==> config.mk <==
export PLATFORM = sky130hd
export DESIGN_NAME = isrch_div
export DESIGN_NICKNAME = d
export VERILOG_FILES = /design/src/hw/rtl/isrch_pkg.sv /design/src/hw/rtl/isrch_div.sv
export SDC_FILE = /design/constraint.sdc
export NUM_CORES = 1
export LEC_CHECK = 0
export BUFFER_PORTS_ARGS = -buffer_cell sky130_fd_sc_hd__buf_2
export CORE_ASPECT_RATIO = 2
export CORE_UTILIZATION = 61
export CTS_BUF_LIST = sky130_fd_sc_hd__clkbuf_4
export DETAILED_ROUTE_END_ITERATION = 10
export HOLD_SLACK_MARGIN = 0.1
export MAX_ROUTING_LAYER = met4
export PLACE_DENSITY = 0.91
export SYNTH_ARGS = -nofsm -noshare
export SYNTH_HDL_FRONTEND = slang
export SYNTH_SLANG_ARGS = --single-unit
==> constraint.sdc <==
create_clock -name clk -period 8.5 [get_ports clk]
set_input_delay 1.7 -clock clk [delete_from_list [all_inputs] [get_ports clk]]
set_output_delay 1.7 -clock clk [all_outputs]
set_load 0.05 [all_outputs]
==> src/hw/rtl/isrch_pkg.sv <==
// shared constants, types and state codes for the interpolation search block
package isrch_pkg;

  localparam int TABLE_DEPTH = 1024;
  localparam int VAL_W       = 32;
  localparam int ADDR_W      = 10;
  localparam int CNT_W       = 11;
  localparam int IDX_W       = ADDR_W + 2;
  localparam int PROD_W      = VAL_W + ADDR_W;
  localparam int QBIT_W      = 4;

  localparam logic OP_WRITE  = 1'b0;
  localparam logic OP_SEARCH = 1'b1;

  typedef enum logic [2:0] {
    ST_IDLE,
    ST_BOUNDS,
    ST_CHECK,
    ST_MULT,
    ST_DIV,
    ST_PROBE,
    ST_COMPARE,
    ST_DONE
  } state_t;

endpackage

==> src/hw/rtl/isrch_div.sv <==
// restoring divider, one quotient bit per cycle, quotient below table depth
module isrch_div (
  input  logic                              clk,
  input  logic                              rst,
  input  logic                              start,
  input  logic [isrch_pkg::PROD_W-1:0]      dividend,
  input  logic [isrch_pkg::VAL_W-1:0]       divisor,
  output logic                              done,
  output logic [isrch_pkg::ADDR_W-1:0]      quotient
);

  logic                              busy;
  logic [isrch_pkg::QBIT_W-1:0]      bit_cnt;
  logic [isrch_pkg::PROD_W-1:0]      rem;
  logic [isrch_pkg::VAL_W-1:0]       dsor;
  logic [isrch_pkg::PROD_W-1:0]      shifted;
  logic                              fits;

  // trial subtract of the divisor aligned to the current quotient bit
  always_comb begin
    shifted = isrch_pkg::PROD_W'(dsor) << bit_cnt;
    fits    = (rem >= shifted);
  end

  // control
  always_ff @(posedge clk) begin
    if (rst) begin
      busy <= 1'b0;
      done <= 1'b0;
    end else begin
      done <= 1'b0;
      if (start) begin
        busy <= 1'b1;
      end else if (busy && (bit_cnt == '0)) begin
        busy <= 1'b0;
        done <= 1'b1;
      end
    end
  end

  // datapath
  always_ff @(posedge clk) begin
    if (start) begin
      rem      <= dividend;
      dsor     <= divisor;
      quotient <= '0;
      bit_cnt  <= isrch_pkg::QBIT_W'(isrch_pkg::ADDR_W - 1);
    end else if (busy) begin
      if (fits) begin
        rem               <= rem - shifted;
        quotient[bit_cnt] <= 1'b1;
      end
      if (bit_cnt != '0) begin
        bit_cnt <= bit_cnt - 1'b1;
      end
    end
  end

endmodule

==> qor.yml <==
h-tree-depth: 3
netlist.area_leader.share_pct: 31.1
whs_path_depth: 2
fin_area_sq_um: 7780
min_from: "quotient[5]$_SDFFE_PP0P_"
clock-root-buffer: "clkbuf_4"
syn_area_sq_um: 7150
slew_viol_final: 0
synth_largest_area_cell: "edfxtp_1"
worstMarginPinSlew_ns: 1.06
hold_viol_final: 0
drive_above_1_share_pct: 20.5
port_buffers: 87
crit_path_start_kind: "flop"
fin_cells: 966
syn_avg_cell_area_sq_um: 9.43
cp-end-kind: "flop"
area_delta_synth_final_pct: 8.80
wire_per_inst_um: 18.1
crit_chain: "inv_1 -> nor2_1 -> nor3_1 -> or2_2 -> o21ai_0 -> ha_1 -> a21oi_1 -> o21ai_1 -> a21o_1 -> a221oi_1 -> o21a_1 -> nor3_2 -> nor2_1 -> o21ai_4 -> buf_4"
synthCells: 758
overflow: 0
met1_length_mm: 6.32
cts_sinks: 90
nets: 942
finalCriticalPeriod_ns: 5.42
hold_path_class: "flop to flop"
cp.arrival_ns: 5.61
async_reset_ff_share_pct: 0
num_rows: 55
grt_max_degree: 67
utilization_pct: 68.5
critPathMaxStageDelay_ns: 0.99
via_per_inst: 6.44
max_slew_margin_pct: 29.1
drt_first_pass_iters: 6
rsz0062_at_grt: "false"
crit_path_top_delay_cell: "dfxtp_2"
ios: 88
max_freq_mhz: 184
ant_nets: 0
r2r_cells: 15
vias: 6225
initialDrtViolationCount: 497
ys_seq_area_share_pct: 35.6
period_share_pct: 63.8
cts_tree: "yes"
dp.cells: 949
antenna_found_initial: 1
p_leak_nw: 3.17
post_cts_buffers: 0
clock_skew_ns: 0.0292
cts_buffers: 9
path_buf_inv: 2
grt_pass1_wl_mm: 28.3
status: "complete, no violations"
synth-main-ff-cell: "edfxtp_1"
pwr_density_cell_nw_per_um2: 322
r2r_slack_ns: 3.08
min_to: "quotient[5]$_SDFFE_PP0P_"
setup.worst_path.class: "flop to flop"
dpl.hpwl_mm: 13.5
synth_edf_count: 74
synth_fp_nets: 882
placedInstanceArea_sq_um: 7640
cts_buffer_depth: 2
core_area_sq_um: 11400
crit_path_frequent_cell: "nor2_1"
r2r_start: "bit_cnt[0]$_SDFFE_PP1P_"
crit_family: "simple AND/OR/NAND/NOR gates"
grt_usage_pct: 31.0
clkLatencyLatePin_ns: 0.50
vdd_drop_max_v: 0.000214
yosysUniqueCellTypes: 60
die_w_um: 78.5
cp_max_fo: 42
gp_congestion: 1.03
topRoutingLayerUsed: "met4"
cts_hold_buf: 0
setup-tns-final_ns: 0
met2_wirelength_mm: 8.87
yosys-top-cells-area: "edfxtp_1, ha_1, mux4_2"
drv_cap: 0
grt_pass1_vias: 6141
path_clk_slew_ns: 0.16
start_util_pct: 63.0
ctsResizeCount: 0
drt_wl_total_mm: 17.5
r2r_end: "rem[37]$_DFFE_PP_"
die_h_um: 155
dr_wl_met3_mm: 1.10
ys.warnings.count: 0
synth_seq_cells: 90
crit_required_ns: 8.69
drc: 0
setup_viol: 0
dieArea_sq_um: 12200
kinds of logic (layout without fill, tap and decap cells):
group                      after synthesis  count (layout)  share of synthesized area [%]
and+or+nand+nor                        225             225                           14.3
xor gates and xnor gates                41              41                           5.02
buffers and inverters                   59             124                           3.26
other                                    0               1                              0
adders and majority gates               47              47                           8.33
DFF                                     90              90                           35.6
muxes                                   65              65                           12.7
AOI/OAI and AO/OA                      231             231                           20.8
state kept, by name, indices dropped and copies added (netlist names):
name	count
bit_cnt	4
done	1
quotient	10
dsor	32
busy	1
rem	42
cells in the final DEF, fill, tap and decap left out, drive strengths merged, types with 16 or more instances in the layout:
cell,count
inv,22
mux4,19
xnor2,21
edfxtp,74
a21oi,63
a21o,31
dfxtp,16
nand2,114
nor2,38
mux2i,28
mux2,18
o21ai,78
xor2,20
buf,91
ha,46
final cells by class:
| class | instances | area (sq um) |
|---|---|---|
| timing repair buffer | 91 | 468 |
| clock inverter | 7 | 68.8 |
| antenna | 1 | 2.50 |
| multi-input combinational | 609 | 4380 |
| fill | 903 | 3580 |
| sequential | 90 | 2540 |
| inverter | 17 | 63.8 |
| clock buffer | 9 | 67.6 |
| tap | 142 | 178 |
report_power, final:
group | internal (mW) | leakage [nW] | total (mW) | switching (mW)
clock network | 0.0694 | 0.0798 | 0.247 | 0.177
logic | 0.629 | 2.22 | 1.55 | 0.926
registers | 0.631 | 0.867 | 0.701 | 0.0698
per-layer routing:
metal  global-route usage, %  vias up
li1                        -     2939
met1                    32.4     2874
met2                    52.0      312
met3                    5.45      100
met4                    21.2        0
met5                       -        -
tightest hold or removal path: cells and delay by family, from the launching register on:
kind / cells / cell delay (ns)
DFF: 1 / 0.36
and+or+nand+nor: 1 / 0.06
AOI/OAI and AO/OA: 1 / 0.05
Yosys cell counts (all sizes together) (5+ instances only):
master,instances
or3,5
o2bb2ai,5
xnor2,21
nand3,11
or2,8
o21ai,78
xor2,20
a31oi,9
mux2i,28
nand4,9
inv,16
o21a,6
o31ai,7
mux2,18
nor3,13
nor2b,9
ha,46
a21oi,63
dfxtp,16
o41ai,5
a21o,31
nor2,38
mux4,19
nand2,114
buf,14
edfxtp,74
and2,5
clkbuf,28
how the worst max path moves through the flow:
stage          cells past startpoint                     from  slack [ns]                end
3_3_place_gp                      15  bit_cnt[0]$_SDFFE_PP1P_        3.36  rem[37]$_DFFE_PP_
6_report                          15  bit_cnt[0]$_SDFFE_PP1P_        3.08  rem[37]$_DFFE_PP_
3_5_place_dp                      15  bit_cnt[0]$_SDFFE_PP1P_        3.21  rem[33]$_DFFE_PP_
5_1_grt                           15  bit_cnt[0]$_SDFFE_PP1P_        2.70  rem[38]$_DFFE_PP_
4_1_cts                           15  bit_cnt[0]$_SDFFE_PP1P_        3.16  rem[37]$_DFFE_PP_
2_1_floorplan                     16  bit_cnt[1]$_SDFFE_PP0P_        1.51   rem[0]$_DFFE_PP_
per-stage QoR:
step | total power, mW | hold WS [ns] | worst slack (ns)
final | 2.50 | 0.481 | 3.08
after global routing | 2.67 | 0.492 | 2.70
after CTS | 2.47 | 0.482 | 3.16
after detailed placement | 2.22 | 0.443 | 3.21
after global placement | 2.19 | 0.445 | 3.36
after floorplan | 1.88 | 0.523 | 1.51
No activity file was read; power rests on OpenSTA's default activity.
